`src/pdlm_pkg.sv`:
```
// pdlm_pkg: shared types and constants of the power and data line master
// used by pdlm_tick_core and power_data_line_master; no dependencies

package pdlm_pkg;

  // transmit queue depth default
  localparam int unsigned PdlmTxDepth = 32;

  // slot lengths in 10 us ticks
  localparam logic [6:0] Ticks80us  = 7'd8;
  localparam logic [6:0] Ticks160us = 7'd16;
  localparam logic [6:0] Ticks220us = 7'd22;
  localparam logic [6:0] Ticks280us = 7'd28;
  localparam logic [6:0] Ticks380us = 7'd38;
  localparam logic [6:0] Ticks520us = 7'd52;
  localparam logic [6:0] Ticks600us = 7'd60;
  localparam logic [6:0] TimerStop  = 7'd0;

  localparam logic [7:0] StartByte     = 8'h55;
  localparam logic [7:0] FalseByte     = 8'hFF;
  localparam logic [4:0] FalseCountMax = 5'd31;

  // configuration reset values
  localparam logic [7:0] DefPeriodTicks = 8'd62;
  localparam logic [2:0] DefOnPeriods   = 3'd4;
  localparam logic [2:0] DefOffPeriods  = 3'd3;
  localparam logic [4:0] DefFalseLimit  = 5'd20;

  typedef enum logic [2:0] {
    ACT_TICK    = 3'd0,
    ACT_BEGIN   = 3'd1,
    ACT_APPEND  = 3'd2,
    ACT_SEND    = 3'd3,
    ACT_RESET   = 3'd4,
    ACT_CONSUME = 3'd5
  } pdlm_action_e;

  typedef enum logic [1:0] {
    CFG_PERIOD_TICKS = 2'd0,
    CFG_ON_PERIODS   = 2'd1,
    CFG_OFF_PERIODS  = 2'd2,
    CFG_FALSE_LIMIT  = 2'd3
  } pdlm_cfg_idx_e;

  typedef struct packed {
    logic [7:0] period_ticks;
    logic [2:0] on_periods;
    logic [2:0] off_periods;
    logic [4:0] false_limit;
  } pdlm_cfg_t;

  typedef struct packed {
    logic       tx_pin;
    logic       power_pin;
    logic       rx_byte_valid;
    logic [7:0] rx_byte;
    logic       rx_packet_end;
    logic       packet_ready;
    logic       tx_busy;
    logic       rx_busy;
  } pdlm_result_t;

endpackage

```
`src/power_data_line_master.sv`:
```
// power_data_line_master: top level with stream channels, config registers
// and assertions; depends on pdlm_pkg and pdlm_tick_core

// Master of a one-wire line that carries peripheral power and data.
// Input stream: one item per 10 us tick or host command. s_axis_tuser carries
// the action (tick, begin packet, append byte, send packet, request reset,
// consume ready packet); s_axis_tdata carries the sampled line level and the
// byte to append.
// Output stream: exactly one item per input item with pin levels, a received
// byte when one completes (m_axis_tlast marks the last byte of a packet) and
// the packet ready, tx busy and rx busy flags.
// Config channel: cfg_index_i picks period ticks, on periods, off periods or
// the false byte limit; always ready. The user sees that it is written only while
// the block is idle; the block itself leaves this unenforced.
// The input register feeds one pass of the tick logic into the result register.
// Throughput is one item per cycle while m_axis_tready holds, set by the single
// state update per item; the transmit queue read is prefetched into a register.
// When the receiver stalls, the result register holds and the input register
// keeps one more item, then s_axis_tready drops.
// Reset (rst_ni low, asynchronous) clears all line state, empties both stages
// and restores the config defaults; the queue contents stay undefined.

module power_data_line_master import pdlm_pkg::*; #(
  parameter int unsigned TX_DEPTH = PdlmTxDepth
) (
  input  logic        clk_i,
  input  logic        rst_ni,
  // input items
  input  logic        s_axis_tvalid,
  output logic        s_axis_tready,
  input  logic [15:0] s_axis_tdata,   // [0] line_level, [8:1] data_byte, rest zero
  input  logic [2:0]  s_axis_tuser,   // [2:0] action
  // result items
  output logic        m_axis_tvalid,
  input  logic        m_axis_tready,
  output logic [15:0] m_axis_tdata,   // [0] tx_pin, [1] power_pin, [2] rx_byte_valid,
                                      // [10:3] rx_byte, [11] packet_ready,
                                      // [12] tx_busy, [13] rx_busy, rest zero
  output logic        m_axis_tlast,   // rx_packet_end
  // configuration writes
  input  logic        cfg_valid_i,
  output logic        cfg_ready_o,
  input  logic [1:0]  cfg_index_i,
  input  logic [7:0]  cfg_data_i
);

  // input register
  logic         in_valid_q;
  pdlm_action_e in_action_q;
  logic         in_line_q;
  logic [7:0]   in_data_q;

  // result register
  logic         out_valid_q;
  pdlm_result_t out_q;

  pdlm_cfg_t    cfg_q;
  pdlm_result_t core_result;
  logic         core_fire;

  // the core advances when the result register is free or being drained
  assign core_fire     = in_valid_q && (!out_valid_q || m_axis_tready);
  assign s_axis_tready = !in_valid_q || core_fire;
  assign cfg_ready_o   = 1'b1;

  always_ff @(posedge clk_i or negedge rst_ni) begin
    if (!rst_ni) begin
      in_valid_q <= 1'b0;
    end else if (s_axis_tready) begin
      in_valid_q <= s_axis_tvalid;
    end
  end

  // payload, no reset needed
  always_ff @(posedge clk_i) begin
    if (s_axis_tready && s_axis_tvalid) begin
      in_action_q <= pdlm_action_e'(s_axis_tuser);
      in_line_q   <= s_axis_tdata[0];
      in_data_q   <= s_axis_tdata[8:1];
    end
  end

  always_ff @(posedge clk_i or negedge rst_ni) begin
    if (!rst_ni) begin
      out_valid_q <= 1'b0;
    end else if (core_fire) begin
      out_valid_q <= 1'b1;
    end else if (m_axis_tready) begin
      out_valid_q <= 1'b0;
    end
  end

  always_ff @(posedge clk_i) begin
    if (core_fire) begin
      out_q <= core_result;
    end
  end

  // configuration registers, low bits of the write data
  always_ff @(posedge clk_i or negedge rst_ni) begin
    if (!rst_ni) begin
      cfg_q.period_ticks <= DefPeriodTicks;
      cfg_q.on_periods   <= DefOnPeriods;
      cfg_q.off_periods  <= DefOffPeriods;
      cfg_q.false_limit  <= DefFalseLimit;
    end else if (cfg_valid_i && cfg_ready_o) begin
      case (pdlm_cfg_idx_e'(cfg_index_i))
        CFG_PERIOD_TICKS: cfg_q.period_ticks <= cfg_data_i;
        CFG_ON_PERIODS:   cfg_q.on_periods   <= cfg_data_i[2:0];
        CFG_OFF_PERIODS:  cfg_q.off_periods  <= cfg_data_i[2:0];
        CFG_FALSE_LIMIT:  cfg_q.false_limit  <= cfg_data_i[4:0];
        default: begin
        end
      endcase
    end
  end

  pdlm_tick_core #(
    .TX_DEPTH(TX_DEPTH)
  ) u_core (
    .clk_i       (clk_i),
    .rst_ni      (rst_ni),
    .fire_i      (core_fire),
    .action_i    (in_action_q),
    .line_level_i(in_line_q),
    .data_byte_i (in_data_q),
    .cfg_i       (cfg_q),
    .result_o    (core_result)
  );

  assign m_axis_tvalid = out_valid_q;
  assign m_axis_tdata  = {2'b00, out_q.rx_busy, out_q.tx_busy, out_q.packet_ready,
                          out_q.rx_byte, out_q.rx_byte_valid, out_q.power_pin,
                          out_q.tx_pin};
  assign m_axis_tlast  = out_q.rx_packet_end;

`ifndef SYNTH
  // a processed item always lands in the result register
  assert property (@(posedge clk_i) disable iff (!rst_ni)
    core_fire |=> out_valid_q)
    else $error("processed item did not reach the result register");

  // a held input item never waits behind an empty result register
  assert property (@(posedge clk_i) disable iff (!rst_ni)
    (in_valid_q && !out_valid_q) |-> core_fire)
    else $error("input stage stalled with free result register");

  // no received byte means byte and end mark are zero
  assert property (@(posedge clk_i) disable iff (!rst_ni)
    (out_valid_q && !out_q.rx_byte_valid) |-> (out_q.rx_byte == 8'd0 && !out_q.rx_packet_end))
    else $error("rx byte fields set without a received byte");
`endif

endmodule

```
`src/pdlm_tick_core.sv`:
```
// pdlm_tick_core: line state, slot sequencer, power divider and transmit queue
// advances one item per fire; depends on pdlm_pkg

module pdlm_tick_core import pdlm_pkg::*; #(
  parameter int unsigned TX_DEPTH = PdlmTxDepth
) (
  input  logic         clk_i,
  input  logic         rst_ni,
  input  logic         fire_i,
  input  pdlm_action_e action_i,
  input  logic         line_level_i,
  input  logic [7:0]   data_byte_i,
  input  pdlm_cfg_t    cfg_i,
  output pdlm_result_t result_o
);

  localparam int unsigned IdxW = $clog2(TX_DEPTH);
  localparam logic [IdxW-1:0] IdxLast = IdxW'(TX_DEPTH - 1);

  typedef enum logic [4:0] {
    ST_IDLE       = 5'd0,
    ST_SET_BUSY   = 5'd2,
    ST_SET_NODE   = 5'd3,
    ST_SET_LAST   = 5'd5,
    ST_SET_BIT    = 5'd6,
    ST_CLEAR_NODE = 5'd7,
    ST_CHECK_PRPH = 5'd13,
    ST_CHECK_LAST = 5'd14,
    ST_CHECK_BIT  = 5'd15,
    ST_HIGH_SYNC  = 5'd17,
    ST_LOW_SYNC   = 5'd18,
    ST_CLEAR_SYNC = 5'd19
  } stage_e;

  stage_e          stage_q, stage_d;
  logic [6:0]      slot_cnt_q, slot_cnt_d;
  logic [7:0]      period_cnt_q, period_cnt_d;
  logic [2:0]      window_cnt_q, window_cnt_d;
  logic            power_on_q, power_on_d;
  logic            tx_pin_q, tx_pin_d;
  logic            power_pin_q, power_pin_d;
  logic [IdxW-1:0] wr_idx_q, wr_idx_d;
  logic [IdxW-1:0] rd_idx_q, rd_idx_d;
  logic [7:0]      tx_sum_q, tx_sum_d;
  logic [7:0]      tx_shift_q, tx_shift_d;
  logic [3:0]      tx_bit_q, tx_bit_d;
  logic [7:0]      rx_shift_q, rx_shift_d;
  logic [3:0]      rx_bit_q, rx_bit_d;
  logic            f_rx_q, f_rx_d;
  logic            f_tx_q, f_tx_d;
  logic            f_last_rx_q, f_last_rx_d;
  logic            f_last_tx_q, f_last_tx_d;
  logic            f_ready_q, f_ready_d;
  logic            f_reset_req_q, f_reset_req_d;
  logic [4:0]      false_cnt_q, false_cnt_d;

  // queue storage, read data always mirrors the entry at rd_idx_q
  logic [7:0]      tx_mem [TX_DEPTH];
  logic [7:0]      rd_data_q;
  logic            mem_we;
  logic [IdxW-1:0] mem_waddr;
  logic [7:0]      mem_wdata;

  logic            out_valid;
  logic [7:0]      out_byte;
  logic            out_end;
  logic [6:0]      delay;
  logic [6:0]      slot_dec;
  logic [7:0]      period_inc;
  logic [2:0]      window_dec;
  logic [7:0]      rx_shift_new;
  logic [3:0]      rx_bit_new;

  function automatic logic [IdxW-1:0] idx_inc(input logic [IdxW-1:0] idx);
    return (idx == IdxLast) ? '0 : idx + IdxW'(1);
  endfunction

  always_comb begin
    stage_d       = stage_q;
    slot_cnt_d    = slot_cnt_q;
    period_cnt_d  = period_cnt_q;
    window_cnt_d  = window_cnt_q;
    power_on_d    = power_on_q;
    tx_pin_d      = tx_pin_q;
    power_pin_d   = power_pin_q;
    wr_idx_d      = wr_idx_q;
    rd_idx_d      = rd_idx_q;
    tx_sum_d      = tx_sum_q;
    tx_shift_d    = tx_shift_q;
    tx_bit_d      = tx_bit_q;
    rx_shift_d    = rx_shift_q;
    rx_bit_d      = rx_bit_q;
    f_rx_d        = f_rx_q;
    f_tx_d        = f_tx_q;
    f_last_rx_d   = f_last_rx_q;
    f_last_tx_d   = f_last_tx_q;
    f_ready_d     = f_ready_q;
    f_reset_req_d = f_reset_req_q;
    false_cnt_d   = false_cnt_q;
    mem_we        = 1'b0;
    mem_waddr     = wr_idx_q;
    mem_wdata     = data_byte_i;
    out_valid     = 1'b0;
    out_byte      = 8'd0;
    out_end       = 1'b0;
    delay         = Ticks80us;
    slot_dec      = slot_cnt_q - 7'd1;
    period_inc    = period_cnt_q + 8'd1;
    window_dec    = window_cnt_q - 3'd1;
    rx_shift_new  = rx_shift_q;
    rx_bit_new    = rx_bit_q + 4'd1;

    case (action_i)
      ACT_TICK: begin
        if (slot_cnt_q != 7'd0) begin
          slot_cnt_d = slot_dec;
          if (slot_dec == 7'd0) begin
            case (stage_q)
              ST_SET_BUSY: begin
                delay    = Ticks160us;
                tx_pin_d = f_rx_q | f_tx_q;
                stage_d  = ST_SET_NODE;
              end
              ST_SET_NODE: begin
                if (f_rx_q) begin
                  delay = Ticks520us; tx_pin_d = 1'b0; stage_d = ST_CHECK_LAST;
                end else if (f_tx_q) begin
                  delay = Ticks160us; tx_pin_d = 1'b1; stage_d = ST_CLEAR_NODE;
                end else if (f_reset_req_q) begin
                  f_reset_req_d = 1'b0;
                  delay = Ticks600us; tx_pin_d = 1'b1; stage_d = ST_HIGH_SYNC;
                end else begin
                  delay = Ticks380us; tx_pin_d = 1'b0; stage_d = ST_CHECK_PRPH;
                end
              end
              ST_CLEAR_NODE: begin
                delay = Ticks280us; tx_pin_d = 1'b0; stage_d = ST_SET_LAST;
              end
              ST_CHECK_PRPH: begin
                delay   = Ticks220us;
                stage_d = ST_HIGH_SYNC;
                if (!line_level_i) begin
                  f_rx_d     = 1'b1;
                  rx_bit_d   = 4'd0;
                  rx_shift_d = 8'd0;
                end
              end
              ST_SET_LAST: begin
                delay      = Ticks160us;
                tx_bit_d   = 4'd0;
                tx_shift_d = rd_data_q;
                rd_idx_d   = idx_inc(rd_idx_q);
                if (rd_idx_d == wr_idx_q) begin
                  tx_pin_d    = 1'b1;
                  f_last_tx_d = 1'b1;
                end else begin
                  tx_pin_d = 1'b0;
                end
                stage_d = ST_HIGH_SYNC;
              end
              ST_CHECK_LAST: begin
                delay       = Ticks80us;
                f_last_rx_d = ~line_level_i;
                stage_d     = ST_HIGH_SYNC;
              end
              ST_HIGH_SYNC: begin
                tx_pin_d = 1'b0; delay = Ticks80us; stage_d = ST_LOW_SYNC;
              end
              ST_LOW_SYNC: begin
                tx_pin_d = 1'b1; delay = Ticks80us; stage_d = ST_CLEAR_SYNC;
              end
              ST_CHECK_BIT: begin
                delay = Ticks160us;
                if (line_level_i) begin
                  rx_shift_new[rx_bit_q[2:0]] = 1'b1;
                end
                rx_shift_d = rx_shift_new;
                rx_bit_d   = rx_bit_new;
                if (rx_bit_new > 4'd7) begin
                  out_valid = 1'b1;
                  out_byte  = rx_shift_new;
                  out_end   = f_last_rx_q;
                  if (rx_shift_new == FalseByte) begin
                    if (false_cnt_q >= cfg_i.false_limit) f_rx_d = 1'b0;
                    if (false_cnt_q < FalseCountMax) false_cnt_d = false_cnt_q + 5'd1;
                  end
                  rx_shift_d = 8'd0;
                  rx_bit_d   = 4'd0;
                  delay      = TimerStop;
                  stage_d    = ST_IDLE;
                  if (f_last_rx_q) begin
                    f_last_rx_d = 1'b0;
                    f_ready_d   = 1'b1;
                    f_rx_d      = 1'b0;
                  end
                end
              end
              ST_CLEAR_SYNC, ST_SET_BIT: begin
                if (stage_q == ST_CLEAR_SYNC) tx_pin_d = 1'b0;
                if (stage_q == ST_CLEAR_SYNC && f_rx_q) begin
                  delay   = Ticks80us;
                  stage_d = ST_CHECK_BIT;
                end else if (stage_q == ST_SET_BIT || f_tx_q) begin
                  // one transmit bit slot, inverted drive
                  if (tx_bit_q < 4'd8) begin
                    tx_pin_d = ~tx_shift_q[tx_bit_q[2:0]];
                    tx_bit_d = tx_bit_q + 4'd1;
                    stage_d  = ST_SET_BIT;
                    delay    = Ticks160us;
                  end else begin
                    tx_pin_d = 1'b0;
                    stage_d  = ST_IDLE;
                    delay    = TimerStop;
                    if (f_last_tx_q) begin
                      f_tx_d      = 1'b0;
                      f_last_tx_d = 1'b0;
                    end
                  end
                end else begin
                  delay = TimerStop;
                end
              end
              default: begin
                stage_d = ST_IDLE;
              end
            endcase
            if (delay != TimerStop) slot_cnt_d = delay;
          end
        end
        // power divider, its window start overrides the sequencer
        period_cnt_d = period_inc;
        if (period_inc >= cfg_i.period_ticks) begin
          period_cnt_d = 8'd0;
          window_cnt_d = window_dec;
          if (window_dec == 3'd0) begin
            power_on_d = ~power_on_q;
            if (!power_on_q) begin
              window_cnt_d = cfg_i.on_periods;
              power_pin_d  = 1'b1;
              tx_pin_d     = 1'b0;
            end else begin
              window_cnt_d = cfg_i.off_periods;
              power_pin_d  = 1'b0;
              slot_cnt_d   = Ticks80us;
              stage_d      = ST_SET_BUSY;
              tx_pin_d     = 1'b1;
            end
          end
        end
      end
      ACT_BEGIN: begin
        if (!f_tx_q) begin
          rd_idx_d  = '0;
          mem_we    = 1'b1;
          mem_waddr = '0;
          mem_wdata = StartByte;
          tx_sum_d  = StartByte;
          wr_idx_d  = idx_inc('0);
        end
      end
      ACT_APPEND: begin
        if (!f_tx_q) begin
          mem_we    = 1'b1;
          mem_wdata = data_byte_i;
          tx_sum_d  = tx_sum_q + data_byte_i;
          wr_idx_d  = idx_inc(wr_idx_q);
        end
      end
      ACT_SEND: begin
        if (!f_tx_q) begin
          mem_we    = 1'b1;
          mem_wdata = tx_sum_q;
          tx_sum_d  = tx_sum_q + tx_sum_q;
          wr_idx_d  = idx_inc(wr_idx_q);
          f_tx_d    = 1'b1;
        end
      end
      ACT_RESET: begin
        f_reset_req_d = 1'b1;
      end
      ACT_CONSUME: begin
        if (f_ready_q) begin
          f_ready_d   = 1'b0;
          false_cnt_d = 5'd0;
        end
      end
      default: begin
      end
    endcase
  end

  always_comb begin
    result_o.tx_pin        = tx_pin_d;
    result_o.power_pin     = power_pin_d;
    result_o.rx_byte_valid = out_valid;
    result_o.rx_byte       = out_byte;
    result_o.rx_packet_end = out_end;
    result_o.packet_ready  = f_ready_d;
    result_o.tx_busy       = f_tx_d;
    result_o.rx_busy       = f_rx_d;
  end

  always_ff @(posedge clk_i) begin
    if (fire_i && mem_we) begin
      tx_mem[mem_waddr] <= mem_wdata;
    end
  end

  // registered read of the next read entry, bypassing a same cycle write
  logic [IdxW-1:0] rd_addr;
  assign rd_addr = fire_i ? rd_idx_d : rd_idx_q;

  always_ff @(posedge clk_i) begin
    if (fire_i && mem_we && (mem_waddr == rd_addr)) begin
      rd_data_q <= mem_wdata;
    end else begin
      rd_data_q <= tx_mem[rd_addr];
    end
  end

  always_ff @(posedge clk_i or negedge rst_ni) begin
    if (!rst_ni) begin
      stage_q       <= ST_IDLE;
      slot_cnt_q    <= TimerStop;
      period_cnt_q  <= 8'd0;
      window_cnt_q  <= 3'd1;
      power_on_q    <= 1'b0;
      tx_pin_q      <= 1'b0;
      power_pin_q   <= 1'b0;
      wr_idx_q      <= '0;
      rd_idx_q      <= '0;
      tx_sum_q      <= 8'd0;
      tx_shift_q    <= 8'd0;
      tx_bit_q      <= 4'd0;
      rx_shift_q    <= 8'd0;
      rx_bit_q      <= 4'd0;
      f_rx_q        <= 1'b0;
      f_tx_q        <= 1'b0;
      f_last_rx_q   <= 1'b0;
      f_last_tx_q   <= 1'b0;
      f_ready_q     <= 1'b0;
      f_reset_req_q <= 1'b0;
      false_cnt_q   <= 5'd0;
    end else if (fire_i) begin
      stage_q       <= stage_d;
      slot_cnt_q    <= slot_cnt_d;
      period_cnt_q  <= period_cnt_d;
      window_cnt_q  <= window_cnt_d;
      power_on_q    <= power_on_d;
      tx_pin_q      <= tx_pin_d;
      power_pin_q   <= power_pin_d;
      wr_idx_q      <= wr_idx_d;
      rd_idx_q      <= rd_idx_d;
      tx_sum_q      <= tx_sum_d;
      tx_shift_q    <= tx_shift_d;
      tx_bit_q      <= tx_bit_d;
      rx_shift_q    <= rx_shift_d;
      rx_bit_q      <= rx_bit_d;
      f_rx_q        <= f_rx_d;
      f_tx_q        <= f_tx_d;
      f_last_rx_q   <= f_last_rx_d;
      f_last_tx_q   <= f_last_tx_d;
      f_ready_q     <= f_ready_d;
      f_reset_req_q <= f_reset_req_d;
      false_cnt_q   <= false_cnt_d;
    end
  end

endmodule
```
`config.mk`:
```
export PLATFORM = sky130hd
export DESIGN_NAME = power_data_line_master
export DESIGN_NICKNAME = d
export VERILOG_FILES = /design/src/pdlm_pkg.sv /design/src/power_data_line_master.sv /design/src/pdlm_tick_core.sv
export SDC_FILE = /design/constraint.sdc
export NUM_CORES = 1
export LEC_CHECK = 0
export BUFFER_PORTS_ARGS = -buffer_cell sky130_fd_sc_hd__buf_2
export CAP_MARGIN = 10
export CORE_MARGIN = 4
export CORE_UTILIZATION = 54
export CTS_CLUSTER_SIZE = 25
export DETAILED_ROUTE_END_ITERATION = 8
export GPL_ROUTABILITY_DRIVEN = 1
export PLACE_DENSITY = 0.71
export SYNTH_ARGS = -nofsm -noshare
export SYNTH_HDL_FRONTEND = slang
export SYNTH_SLANG_ARGS = --single-unit
```
`constraint.sdc`:
```
create_clock -name clk_i -period 7.7 [get_ports clk_i]
set_clock_uncertainty 0.1 [all_clocks]
set_input_delay 0.77 -clock clk_i [delete_from_list [all_inputs] [get_ports clk_i]]
set_output_delay 0.77 -clock clk_i [all_outputs]
set_load 0.1 [all_outputs]
```
==> metrics.txt <==
critical path arrival=4.30 ns; number of max-cap violations=0; count of input and output buffers=43; Pleak=6.82 nW; Setup crit end kind=flip-flop; CTS Hold Bufs=0; CTS root buffer=clkbuf_16; Setup Fix Bufs, Post-CTS=0; CTS H-tree depth=2; CP max stage cell=a2111oi_4; number of synthesized flops with an enable pin=283; Peak VDD IR=0.000194 V; routed vias=10273; fin crit period=4.02 ns; via/cell ratio=6.09; gr busiest metal=met2; post-layout net count=1322; R2R Setup Slk=3.68 ns; reg2reg path depth=9; met1 usage=29.1%; final RePlAce weighted congestion=0.920; height of the die=188 microns; first-pass GRT wire length=58100 microns; slew margin rel.=29.2%; setup ws final=3.68 ns; DRT antenna net count=0; Final Hold Viols=0; Synth top area share=48.8%; CP Launch Type=flip-flop; CTS Buf Count=41; final wirelength=36700 microns; Tcrit/Tclk final=52.2%; worst slew pin tran=1.06 ns; Worst-Skew Late Latency=0.53 ns; GR Util met3=3.13%; CTS tree=built; M2 GR Usage=34.5%; count leader, synth=edfxtp_1; fmax=249 MHz; area grow syn2layout=11.1%; min-delay worst type=input port to async pin; Seq. cell area=0.0111 sq mm; RSZ-0062 raised after global routing=no; 1st-pass router iterations=6; Async SR Flop Fraction=25.8%; Setup TNS Final=0 ns; total core area=0.0317 sq mm; crit path cell chain=inv_1 > ha_1 > or3_1 > and4bb_1 > o31ai_2 > or2_1 > a2111oi_4 > nor2b_1 > nor2_1; CP Class=flip-flop to flip-flop; CP required=7.98 ns; DR DRC count=0; die area=0.0352 sq mm; top cell family by delay on the critical path=simple AND/OR/NAND/NOR gates; die width=188 microns; FP Rows=65; Ys Warns=0; pins over their slew limit=0; FF+latch count, synth=388; Setup Slack @ Placement=3.68 ns; CTS sink count=388; synth unique cells=68; status=finished clean; routed length per placed instance=21.8 microns; register area share after synthesis=63.8%; crit-path max FO=16; vias in the first global route=10235; CP peak stage delay=0.88 ns; I/O pin total=54; synth top area cells=edfxtp_1 49%, dfrtp_1 13%, mux4_2 11%; Starting Density=54.9%; top_reg_cell synth=edfxtp_1; DP Wirelength=23100 microns; initial antenna violation count=0; worst reg2reg path endpoint=u_core.rx_shift_q[5]; proportion of layout cells with a drive suffix above 1=19.4%; largest net degree at the start of global routing=72; area occupied by multi-input gates=0.00594 sq mm; synthesized area per cell=14.4 sq um; reg2reg start=u_core.slot_cnt_q[0]; FILL cells=2373; cts repair resizes=0; Buf/Inv on CP=1; Power Density=246 mW/mm^2; Mapped Area=0.0174 sq mm; clock buffer depth=3; CTS clk-pin slew, worst paths=0.06 ns; diode count=0; Setup-failing EPs final=0; cell taking the most area after synthesis=edfxtp_1; top post-synthesis cells by count=283 x edfxtp_1, 104 x nor2_1, 90 x nand2_1; 1st-iter DRT viols=972; Tot GR Track Use=20.9%; grt ovf=0; Post-Syn Instances=1213
[registers in the layout (all words and copies together), names as in the netlist, 3 cells and up, named ones only]
name                 flops
u_core.rx_bit_q          4
in_action_q              3
u_core.wr_idx_q          5
u_core.tx_sum_q          8
u_core.slot_cnt_q        7
u_core.false_cnt_q       5
u_core.stage_q           5
u_core.rx_shift_q        8
in_data_q                8
u_core.tx_bit_q          4
u_core.window_cnt_q      3
u_core.tx_shift_q        8
m_axis_tdata            14
u_core.period_cnt_q      8
u_core.tx_mem          256
u_core.rd_idx_q          5
cfg_q                   19
[cells by family (layout without fill, tap and decap cells)]
kind of cell    Yosys count  count (layout)  synth area share (%)
mux                     119             119                  12.9
flops                   388             388                  63.8
simple gates            345             345                  9.66
fa+ha+maj                33              33                  2.41
other cells               2               3                0.0431
compound gates          209             209                  7.69
xor+xnor                 24              24                  1.21
buf+inv                  93             163                  2.28
[worst max path at each step]
| stage | end | depth (start not counted) | start | slack [ns] |
|---|---|---|---|---|
| 3_3_place_gp | u_core.tx_mem[22][7] | 6 | m_axis_tready | 3.70 |
| 6_report | u_core.rx_shift_q[5] | 9 | u_core.slot_cnt_q[0] | 3.68 |
| 5_1_grt | u_core.rx_shift_q[5] | 9 | u_core.slot_cnt_q[0] | 3.41 |
| 3_5_place_dp | u_core.tx_mem[30][7] | 6 | m_axis_tready | 3.68 |
| 2_1_floorplan | m_axis_tdata[0] | 13 | u_core.period_cnt_q[0] | 4.61 |
| 4_1_cts | u_core.rx_shift_q[5] | 9 | u_core.slot_cnt_q[0] | 3.71 |
[stage by stage]
stage	utilization [%]	area, sq um	instances	power (mW)	hold slack, ns
CTS	60.9	19300	1685	4.80	0.0811
global placement	56.8	18000	1613	2.90	0.374
finish	61.0	19300	1686	4.76	0.0781
floorplan	-	17400	1214	2.78	0.359
global route	61.0	19300	1686	4.96	0.0910
detailed placement	56.8	18000	1613	2.91	0.379
[metal layers]
metal | share of wire [%] | wire length (microns) | up-vias
li1 | - | - | 4727
met1 | 42 | 15400 | 5152
met2 | 50 | 18200 | 310
met3 | 5.3 | 1930 | 84
met4 | 3.2 | 1180 | 0
met5 | 0 | 0 | -
[power by group]
group / internal (mW) / switching, mW / total (mW)
Sequential: 2.35 / 0.0725 / 2.42
Combinational: 0.165 / 0.284 / 0.448
Clock: 1.11 / 0.781 / 1.89
Total: 3.63 / 1.14 / 4.76
[placed cells by master (no fill, tap or decap), drive strengths merged, types with 11 or more instances in the layout]
master | netlist | final
o21a | 11 | 11
nor2 | 104 | 104
nand3 | 21 | 21
a21oi | 46 | 46
clkinv | 1 | 15
mux4 | 82 | 82
inv | 30 | 31
mux2 | 22 | 22
xor2 | 16 | 16
buf | 21 | 60
nand2 | 90 | 90
dfrtp | 89 | 89
nand2b | 19 | 19
nor3 | 25 | 25
clkbuf | 41 | 55
ha | 32 | 32
o31ai | 12 | 12
dfstp | 11 | 11
edfxtp | 283 | 283
o21ai | 71 | 71
nand3b | 11 | 11
mux2i | 15 | 15
nor2b | 23 | 23
[worst register-to-register path, cell delays in order (launching register included)]
cell and delay [ns]:
dfrtp_1 0.48, inv_1 0.10, ha_1 0.25, or3_1 0.41, and4bb_1 0.28, o31ai_2 0.13
or2_1 0.49, a2111oi_4 0.88, nor2b_1 0.63, nor2_1 0.12
[layout make-up]
type / count / share of cell area, %
flip-flops and latches: 388 / 57.5
multi-input cells: 733 / 30.7
clock buffers: 55 / 5.90
well taps: 402 / 2.60
repair buffers: 60 / 1.89
clock inverters: 17 / 0.796
inverters: 31 / 0.602
Note: power is estimated with default switching activity, not from simulation.
